--- config.mk ---
export PLATFORM = sky130hd
export DESIGN_NAME = url_percent_decoder
export DESIGN_NICKNAME = d
export VERILOG_FILES = /design/src/rtl/upd_pkg.sv /design/src/rtl/upd_front.sv /design/src/rtl/upd_queue.sv /design/src/rtl/upd_back.sv /design/src/rtl/url_percent_decoder.sv
export SDC_FILE = /design/constraint.sdc
export NUM_CORES = 1
export LEC_CHECK = 0
export ABC_AREA = 0
export ABC_CLOCK_PERIOD_IN_PS = 4200
export BUFFER_PORTS_ARGS = -buffer_cell sky130_fd_sc_hd__buf_2
export CAP_MARGIN = 20
export CORE_UTILIZATION = 40
export CTS_CLUSTER_DIAMETER = 150
export DETAILED_ROUTE_END_ITERATION = 8
export GPL_ROUTABILITY_DRIVEN = 1
export MAX_ROUTING_LAYER = met4
export PLACE_DENSITY = 0.55
export SLEW_MARGIN = 20
export SYNTH_ARGS = -nofsm -noshare
export SYNTH_HDL_FRONTEND = slang
export SYNTH_SLANG_ARGS = --single-unit
--- constraint.sdc ---
create_clock -name clk -period 4.2 [get_ports clk]
set_input_delay 0.84 -clock clk [delete_from_list [all_inputs] [get_ports clk]]
set_output_delay 0.84 -clock clk [all_outputs]
set_load 0.005 [all_outputs]
--- src/rtl/upd_pkg.sv ---
// ----------------------------------------------------------------------------
// upd_pkg: shared types and helpers for the URL percent decoder
// Character codes, the escape state encoding, the request that passes from
// the classifying front end to the output back end, and hex digit helpers.
// ----------------------------------------------------------------------------
package upd_pkg;

  // Default depth of the request queue between front and back ends.
  localparam int unsigned QUEUE_DEPTH_DEF = 2;

  // Characters with a special meaning in an encoded string.
  localparam logic [7:0] CHR_PERCENT = 8'h25;
  localparam logic [7:0] CHR_PLUS    = 8'h2B;
  localparam logic [7:0] CHR_SPACE   = 8'h20;

  // Escape tracking: nothing pending, '%' held, '%' and first digit held.
  typedef enum logic [2:0] {
    ESC_IDLE  = 3'b001,
    ESC_PCT   = 3'b010,
    ESC_DIGIT = 3'b100
  } esc_state_t;

  // One request: up to three output bytes caused by one input byte.
  typedef struct packed {
    logic [1:0]      cnt;
    logic [2:0][7:0] bytes;
    logic            last;
  } upd_req_t;

  // True for 0-9, A-F and a-f.
  function automatic logic is_hex(input logic [7:0] b);
    return (b inside {[8'h30:8'h39], [8'h41:8'h46], [8'h61:8'h66]});
  endfunction

  // Value of a hex digit; only meaningful when is_hex holds.
  function automatic logic [3:0] hex_val(input logic [7:0] b);
    logic [3:0] v;
    if (b[6]) begin
      v = 4'(b[3:0] + 4'd9);
    end else begin
      v = b[3:0];
    end
    return v;
  endfunction

endpackage

--- src/rtl/upd_front.sv ---
// ----------------------------------------------------------------------------
// upd_front: input classifier
// Accepts raw bytes, tracks the escape state and turns each byte into a
// request of zero to three output bytes for the queue.
// ----------------------------------------------------------------------------
module upd_front (
  input  logic            clk,
  input  logic            rst_n,
  input  logic            cfg_we,
  input  logic            cfg_plus_means_space,
  input  logic            in_valid,
  output logic            in_ready,
  input  logic [7:0]      in_byte,
  input  logic            in_last,
  input  logic            q_full,
  output logic            q_push,
  output upd_pkg::upd_req_t q_req
);
  import upd_pkg::*;

  esc_state_t state_r, state_nxt;
  logic [7:0] held_r;
  logic       plus_r;

  logic       accept;
  logic       b_hex;
  logic       f_emit;
  logic [7:0] f_byte;
  logic       f_pct;
  logic [1:0] cnt;
  logic [2:0][7:0] bytes;

  assign in_ready = !q_full;
  assign accept   = in_valid && in_ready;
  assign b_hex    = is_hex(in_byte);

  // Treatment of the current byte when looked at with no escape pending.
  always_comb begin
    f_emit = 1'b1;
    f_byte = in_byte;
    f_pct  = 1'b0;
    if (in_byte == CHR_PERCENT) begin
      f_emit = in_last;
      f_pct  = !in_last;
    end else if (in_byte == CHR_PLUS && plus_r) begin
      f_byte = CHR_SPACE;
    end
  end

  // Output bytes and next escape state for the current byte.
  always_comb begin
    cnt       = 2'd0;
    bytes     = '0;
    state_nxt = state_r;
    case (state_r)
      ESC_PCT: begin
        if (b_hex) begin
          if (in_last) begin
            cnt       = 2'd2;
            bytes[0]  = CHR_PERCENT;
            bytes[1]  = in_byte;
            state_nxt = ESC_IDLE;
          end else begin
            state_nxt = ESC_DIGIT;
          end
        end else begin
          cnt       = 2'(2'd1 + {1'b0, f_emit});
          bytes[0]  = CHR_PERCENT;
          bytes[1]  = f_byte;
          state_nxt = f_pct ? ESC_PCT : ESC_IDLE;
        end
      end
      ESC_DIGIT: begin
        if (b_hex) begin
          cnt       = 2'd1;
          bytes[0]  = {hex_val(held_r), hex_val(in_byte)};
          state_nxt = ESC_IDLE;
        end else begin
          cnt       = 2'(2'd2 + {1'b0, f_emit});
          bytes[0]  = CHR_PERCENT;
          bytes[1]  = held_r;
          bytes[2]  = f_byte;
          state_nxt = f_pct ? ESC_PCT : ESC_IDLE;
        end
      end
      default: begin
        cnt       = {1'b0, f_emit};
        bytes[0]  = f_byte;
        state_nxt = f_pct ? ESC_PCT : ESC_IDLE;
      end
    endcase
    if (in_last) begin
      state_nxt = ESC_IDLE;
    end
  end

  assign q_push      = accept && (cnt != 2'd0);
  assign q_req.cnt   = cnt;
  assign q_req.bytes = bytes;
  assign q_req.last  = in_last;

  // Escape state and plus mode register.
  always_ff @(posedge clk) begin
    if (!rst_n) begin
      state_r <= ESC_IDLE;
      plus_r  <= 1'b0;
    end else begin
      if (accept) begin
        state_r <= state_nxt;
      end
      if (cfg_we) begin
        plus_r <= cfg_plus_means_space;
      end
    end
  end

  // First hex digit of a pending escape.
  always_ff @(posedge clk) begin
    if (accept && state_r == ESC_PCT) begin
      held_r <= in_byte;
    end
  end

  // A string end always leaves no escape pending.
  assert property (@(posedge clk) disable iff (!rst_n)
    accept && in_last |=> state_r == ESC_IDLE)
    else $error("escape still pending after string end");

  // A held digit never produces a request without a following byte.
  assert property (@(posedge clk) disable iff (!rst_n)
    accept && state_r == ESC_PCT && b_hex && !in_last |-> !q_push)
    else $error("request pushed while first digit is held");

  // Every accepted last byte emits at least one output byte.
  assert property (@(posedge clk) disable iff (!rst_n)
    accept && in_last |-> q_push)
    else $error("string end produced no output");

endmodule

--- src/rtl/upd_queue.sv ---
// ----------------------------------------------------------------------------
// upd_queue: request queue
// A short first-in first-out queue that decouples the classifier from the
// output serialiser.
// ----------------------------------------------------------------------------
module upd_queue #(
  parameter int unsigned DEPTH = upd_pkg::QUEUE_DEPTH_DEF
) (
  input  logic              clk,
  input  logic              rst_n,
  input  logic              push,
  input  upd_pkg::upd_req_t push_req,
  input  logic              pop,
  output upd_pkg::upd_req_t head_req,
  output logic              full,
  output logic              not_empty
);
  import upd_pkg::*;

  localparam int unsigned PW = (DEPTH > 1) ? $clog2(DEPTH) : 1;
  localparam int unsigned CW = $clog2(DEPTH + 1);

  upd_req_t          slot_r [DEPTH];
  logic [PW-1:0]     wr_ptr_r, rd_ptr_r;
  logic [CW-1:0]     count_r;

  assign full      = (count_r == CW'(DEPTH));
  assign not_empty = (count_r != '0);
  assign head_req  = slot_r[rd_ptr_r];

  // Pointers and fill count.
  always_ff @(posedge clk) begin
    if (!rst_n) begin
      wr_ptr_r <= '0;
      rd_ptr_r <= '0;
      count_r  <= '0;
    end else begin
      if (push) begin
        wr_ptr_r <= (wr_ptr_r == PW'(DEPTH - 1)) ? '0 : PW'(wr_ptr_r + 1'b1);
      end
      if (pop) begin
        rd_ptr_r <= (rd_ptr_r == PW'(DEPTH - 1)) ? '0 : PW'(rd_ptr_r + 1'b1);
      end
      if (push && !pop) begin
        count_r <= CW'(count_r + 1'b1);
      end else if (pop && !push) begin
        count_r <= CW'(count_r - 1'b1);
      end
    end
  end

  // Request storage.
  always_ff @(posedge clk) begin
    if (push) begin
      slot_r[wr_ptr_r] <= push_req;
    end
  end

  assert property (@(posedge clk) disable iff (!rst_n) push |-> !full)
    else $error("push into full queue");

  assert property (@(posedge clk) disable iff (!rst_n) pop |-> not_empty)
    else $error("pop from empty queue");

  assert property (@(posedge clk) disable iff (!rst_n) count_r <= CW'(DEPTH))
    else $error("queue count out of range");

endmodule

--- src/rtl/upd_back.sv ---
// ----------------------------------------------------------------------------
// upd_back: output serialiser
// Walks the head request's bytes, one per cycle unless out_ready stalls,
// into a registered output stage with run and string end flags.
// ----------------------------------------------------------------------------
module upd_back (
  input  logic              clk,
  input  logic              rst_n,
  input  upd_pkg::upd_req_t head_req,
  input  logic              head_valid,
  output logic              pop,
  output logic              out_valid,
  input  logic              out_ready,
  output logic [7:0]        out_byte,
  output logic              out_run_end,
  output logic              out_string_end
);
  import upd_pkg::*;

  logic [1:0] idx_r;
  logic       valid_r;
  logic [7:0] byte_r;
  logic       run_end_r, string_end_r;

  logic load;
  logic take;
  logic final_byte;

  // The output register can take a new byte when empty or being drained.
  assign load       = !valid_r || out_ready;
  assign take       = load && head_valid;
  assign final_byte = (idx_r == 2'(head_req.cnt - 2'd1));
  assign pop        = take && final_byte;

  // Byte index within the head request and output valid.
  always_ff @(posedge clk) begin
    if (!rst_n) begin
      idx_r   <= 2'd0;
      valid_r <= 1'b0;
    end else begin
      if (take) begin
        idx_r <= final_byte ? 2'd0 : 2'(idx_r + 2'd1);
      end
      if (load) begin
        valid_r <= head_valid;
      end
    end
  end

  // Output payload.
  always_ff @(posedge clk) begin
    if (take) begin
      byte_r       <= head_req.bytes[idx_r];
      run_end_r    <= final_byte;
      string_end_r <= final_byte && head_req.last;
    end
  end

  assign out_valid      = valid_r;
  assign out_byte       = byte_r;
  assign out_run_end    = run_end_r;
  assign out_string_end = string_end_r;

  assert property (@(posedge clk) disable iff (!rst_n)
    valid_r && string_end_r |-> run_end_r)
    else $error("string end without run end");

  assert property (@(posedge clk) disable iff (!rst_n)
    head_valid |-> idx_r < head_req.cnt)
    else $error("byte index beyond request length");

  assert property (@(posedge clk) disable iff (!rst_n)
    !head_valid |-> idx_r == 2'd0)
    else $error("byte index left over with empty queue");

endmodule

--- src/rtl/url_percent_decoder.sv ---
// ----------------------------------------------------------------------------
// url_percent_decoder: streaming URL percent decoder
// Decodes %XX escapes, optionally maps '+' to space, flushes broken escapes.
// ----------------------------------------------------------------------------
// The decoder accepts one encoded byte per cycle and produces one decoded
// byte per cycle, each while not stalled. Most input bytes yield one output
// byte; a '%' or first hex digit of an escape yields none until the escape
// resolves, and a broken escape yields one to three bytes, which the output
// then emits one at a time. The request queue (QUEUE_DEPTH entries) absorbs
// this, so input only stalls once the queue has filled behind a multi-byte
// request or a stalled consumer. An accepted byte's first result passes
// through the queue and then the output register. Write plus mode only
// while no string is in flight.
module url_percent_decoder #(
  parameter int unsigned QUEUE_DEPTH = upd_pkg::QUEUE_DEPTH_DEF
) (
  input  logic       clk,
  input  logic       rst_n,
  input  logic       cfg_we,
  input  logic       cfg_plus_means_space,
  input  logic       in_valid,
  output logic       in_ready,
  input  logic [7:0] in_byte,
  input  logic       in_last,
  output logic       out_valid,
  input  logic       out_ready,
  output logic [7:0] out_byte,
  output logic       out_run_end,
  output logic       out_string_end
);
  import upd_pkg::*;

  upd_req_t push_req, head_req;
  logic     push, pop, q_full, q_not_empty;

  // Classifier and escape tracking.
  upd_front u_front (
    .clk                  (clk),
    .rst_n                (rst_n),
    .cfg_we               (cfg_we),
    .cfg_plus_means_space (cfg_plus_means_space),
    .in_valid             (in_valid),
    .in_ready             (in_ready),
    .in_byte              (in_byte),
    .in_last              (in_last),
    .q_full               (q_full),
    .q_push               (push),
    .q_req                (push_req)
  );

  // Request queue.
  upd_queue #(
    .DEPTH (QUEUE_DEPTH)
  ) u_queue (
    .clk       (clk),
    .rst_n     (rst_n),
    .push      (push),
    .push_req  (push_req),
    .pop       (pop),
    .head_req  (head_req),
    .full      (q_full),
    .not_empty (q_not_empty)
  );

  // Output serialiser.
  upd_back u_back (
    .clk            (clk),
    .rst_n          (rst_n),
    .head_req       (head_req),
    .head_valid     (q_not_empty),
    .pop            (pop),
    .out_valid      (out_valid),
    .out_ready      (out_ready),
    .out_byte       (out_byte),
    .out_run_end    (out_run_end),
    .out_string_end (out_string_end)
  );

endmodule
==> impl_metrics.csv <==
group,metric,value,unit
hold_path,path_category_of_the_worst_min_delay_check,"reg -> reg",
global_route,grt_max_degree,28,
critical_path,slowest_stage,"mux2_2",
critical_path,required,4480,ps
floorplan,dieArea,9890,µm²
clocking,cts_repair_resize_count,0,
logic_synthesis,postSynthNetCount,285,
job,max_cap_violations,0,
sta,post_route_setup_tns,0,ps
logic_synthesis,synthDistinctLibCells,46,
logic_synthesis,synth_area_per_cell,14.4,µm²
clocking,clkSlewWorstSetupHoldPaths,70,ps
logic_synthesis,xor_and_xnor_area_share_after_synthesis,1.61,%
placement,detailedPlacementHpwl,4.78,mm
global_route,wire_length_of_the_first_global_routing_pass,11.5,mm
clocking,cts.root.buffer_cell,"clkbuf_8",
clocking,cts-hold-fix-buffers,0,
clocking,sinks_on_clock_net,84,
logic_synthesis,post_synthesis_instance_area,3800,µm²
critical_path,regToRegStartpoint,"u_front.state_r[1]$_SDFFE_PN0P_",
global_route,via_count_of_the_first_global_routing_pass,2146,
critical_path,critical_path.cell_chain,"buf_2 > nor4b_4 > nand4_2 > mux2_2 > a211oi_4 > ha_1 > or3_1 > a21boi_0",
sta,finClkSkew,9.58,ps
clocking,cts_buffers,9,
power,comb_power_share,22.7,%
logic_synthesis,synthSimpleGateAreaFrac,10.1,%
detailed_routing,drtPass1Iterations,4,
global_route,antenna_found_initial,0,
layout,post_route_cells_drive_above_1_share,20.3,%
logic_synthesis,number_of_enable_flip_flop_cells_after_synthesis,72,
sta,max_freq,358,MHz
clocking,cts-root-to-sink-buffers,2,
logic_synthesis,synth_fa_ha_area_share,1.98,%
hold_path,holdPathEnd,"u_queue.wr_ptr_r$_SDFFE_PN0P_",
floorplan,placeableCoreArea,9240,µm²
critical_path,worst_setup_path_start_kind,"primary input",
sta,final_critical_path_setup_slack,1400,ps
global_route,grt.total_usage,15.9,%
detailed_routing,detail_route.drc_violations,0,
floorplan,start_util,41.1,%
detailed_routing,wire_per_inst,16.4,µm
logic_synthesis,combinational_family_with_the_most_area_after_synthesis,"compound AO/OA/AOI/OAI gates",
layout,filler_cell_count,842,
sta,timing_worst_slew_pin_value,735,ps
sta,slew-limit-headroom,50.8,%
logic_synthesis,synth_seq_area_share,63.2,%
logic_synthesis,synth_cells,264,
layout,antenna_cells,0,
sta,timing_max_transition_violations_final,0,
power,vdd_ir_drop_max,0.000180,V
hold_path,min_delay_path_depth,2,
logic_synthesis,postSynth.topFlopCell,"edfxtp_1",
sta,post-route-min-period,2800,ps
sta,finalHoldWorstSlack,496,ps
global_route,globalRoute.totalOverflow,0,
clocking,tritoncts,"done",
floorplan,fp-row-count,35,
critical_path,cp_max_fo,7,
detailed_routing,vias_per_cell,5.11,
power,power_per_cell_area,517,nW/µm²
placement,placement.cell_area,4080,µm²
power,netSwitchingPower,0.000598,W
power,pwr-share-seq,52.5,%
layout,num-nets-final,316,
logic_synthesis,yosys_warnings,0,
critical_path,worst-r2r-cell-count,6,
critical_path,r2r_setup_slack,1750,ps
power,p_leak,1.55,nW
layout,finalInstanceArea,4260,µm²
logic_synthesis,post_synth_mux_area_share,9.78,%
clocking,post_cts_buffers,0,
sta,final_min_period_over_clock_period,66.6,%
placement,place.gp.congestion,0.860,
logic_synthesis,synth_compound_gate_area_share,10.7,%
clocking,insertion_delay,360,ps
detailed_routing,drt.antenna.violating_nets,0,
floorplan,dieHeight,99.5,µm
placement,place_ws,1040,ps
critical_path,critPathArrivalTime,3070,ps
floorplan,floorplan.io_pins,27,
logic_synthesis,asyncSetResetFlopFracSynth,0,%
critical_path,crit-reg2reg-capture,"u_queue.count_r[1]$_SDFFE_PN0P_",
power,clock_power_share,24.8,%
sta,number_of_hold_violations_in_the_final_report,0,
sta,setup_repair_after_global_routing_missed_its_margin,"false",
hold_path,min_from,"u_queue.wr_ptr_r$_SDFFE_PN0P_",
layout,area_delta_synth_final,12.2,%
detailed_routing,drt_iter0_drc,83,
sta,report.final.setup_viol,0,
placement,portBuffers,26,
logic_synthesis,synth_seq_cells,84,
power,internal-power,0.00160,W
floorplan,die_x,99.5,µm
critical_path,cpPeakStageDelay,370,ps
detailed_routing,wirelength,7.02,mm
run_status,outcome,"finished, final reports clean",
power,netSwitchingFraction,27.2,%
detailed_routing,number_of_vias_after_detailed_routing,2191,
critical_path,crit_type,"in -> reg",
clocking,cts.htree.levels,3,
critical_path,endpoint_kind,"flop",
==> registers in the layout, summed over array words and instances, names as in the netlist, named ones only <==
register	flops
u_front.plus_r	1
u_back.out_run_end	1
u_front.held_r	8
u_queue.wr_ptr_r	1
u_front.state_r	3
u_queue.rd_ptr_r	1
u_queue.slot_r	54
u_back.out_string_end	1
u_back.out_byte	8
u_back.idx_r	2
u_back.out_valid	1
u_queue.count_r	2
==> kinds of logic (layout without fill, tap and decap cells) <==
logic type,after synthesis,in the layout
flip-flops,84,84
AND/OR/NAND/NOR,64,64
AO/OA/AOI/OAI,51,51
multiplexers,27,27
buffers and inverters,25,61
XOR/XNOR,7,7
adder cells (fa/ha/maj),6,6
==> layout make-up <==
cell class	instances	area [µm²]	share of cell area, %
flip-flops and latches	84	2400	56.3
multi-input cells	155	1300	30.5
repair buffers	31	168	3.93
well taps	129	161	3.79
clock buffers	13	139	3.26
inverters	14	52.6	1.23
clock inverters	3	41.3	0.968
==> synthesized netlist by cell type, types with 4 or more instances <==
cell type,count,area (µm²)
o22ai_1,9,56.3
mux4_2,8,180
a22o_1,5,43.8
a32o_1,6,60.1
clkbuf_1,4,15.0
buf_2,5,25.0
inv_1,14,52.6
a21boi_0,5,37.5
xnor2_1,4,35.0
mux2i_1,18,180
nor2_1,10,37.5
ha_1,6,75.1
nand2_1,11,41.3
a21oi_1,4,20.0
edfxtp_1,72,2160
nor2b_1,6,37.5
nand3_1,7,35.0
dfxtp_1,12,240
and2_1,11,68.8
o21ai_0,5,25.0
==> worst max-delay path, delay by kind of cell <==
| family | cells | cell delay [ps] |
|---|---|---|
| fa+ha+maj | 1 | 300 |
| mux | 1 | 370 |
| simple gates | 3 | 950 |
| buf+inv | 1 | 150 |
| compound gates | 2 | 460 |
==> stage by stage <==
step                      cells  util (%)  total power [W]
after floorplan             264         -          0.00152
after global placement      413      44.2          0.00168
after detailed placement    413      44.2          0.00169
after CTS                   429      46.1          0.00223
after global routing        429      46.1          0.00233
final                       429      46.1          0.00220
==> worst max path at each step <==
stage	slack [ps]	to	start	cells past startpoint
detailed placement	1040	u_queue.count_r[1]$_SDFFE_PN0P_	in_byte[4]	8
finish	1400	u_queue.count_r[1]$_SDFFE_PN0P_	in_byte[4]	8
CTS	1390	u_queue.count_r[1]$_SDFFE_PN0P_	in_byte[4]	8
global placement	1070	u_queue.slot_r[0][5]$_DFFE_PP_	in_byte[4]	7
floorplan	430	u_queue.slot_r[0][0]$_DFFE_PP_	in_byte[6]	6
global route	1270	u_queue.count_r[1]$_SDFFE_PN0P_	in_byte[0]	10
==> power by group through the flow <==
stage	registers (W)	logic, W	clock network (W)
2_1_floorplan	0.00116	0.000364	0
3_3_place_gp	0.00118	0.000507	0
3_5_place_dp	0.00118	0.000510	0
4_1_cts	0.00116	0.000513	0.000561
5_1_grt	0.00117	0.000560	0.000593
6_report	0.00116	0.000500	0.000546
==> per-layer routing <==
| layer | share of wire (%) | up-vias | global-route usage [%] | wire length (µm) |
|---|---|---|---|---|
| li1 | - | 1073 | - | - |
| met1 | 51 | 1067 | 22.1 | 3580 |
| met2 | 45 | 43 | 23.2 | 3130 |
| met3 | 3.0 | 8 | 2.53 | 212 |
| met4 | 1.4 | 0 | 7.13 | 99 |
| met5 | 0 | - | - | 0 |
==> placed cells by master (no fill, tap or decap), drive strengths merged, types with 3 or more instances in the layout <==
cell,instances
a211oi,3
a21boi,5
a21o,3
a21oi,6
a22o,5
a32o,6
and2,11
and3,3
buf,31
clkbuf,13
dfxtp,12
edfxtp,72
ha,6
inv,14
mux2i,18
mux4,8
nand2,11
nand2b,3
nand3,7
nor2,10
nor2b,6
nor3b,3
o21ai,5
o22ai,9
or3,3
xnor2,4
xor2,3
(Power assumes the default switching activity.)
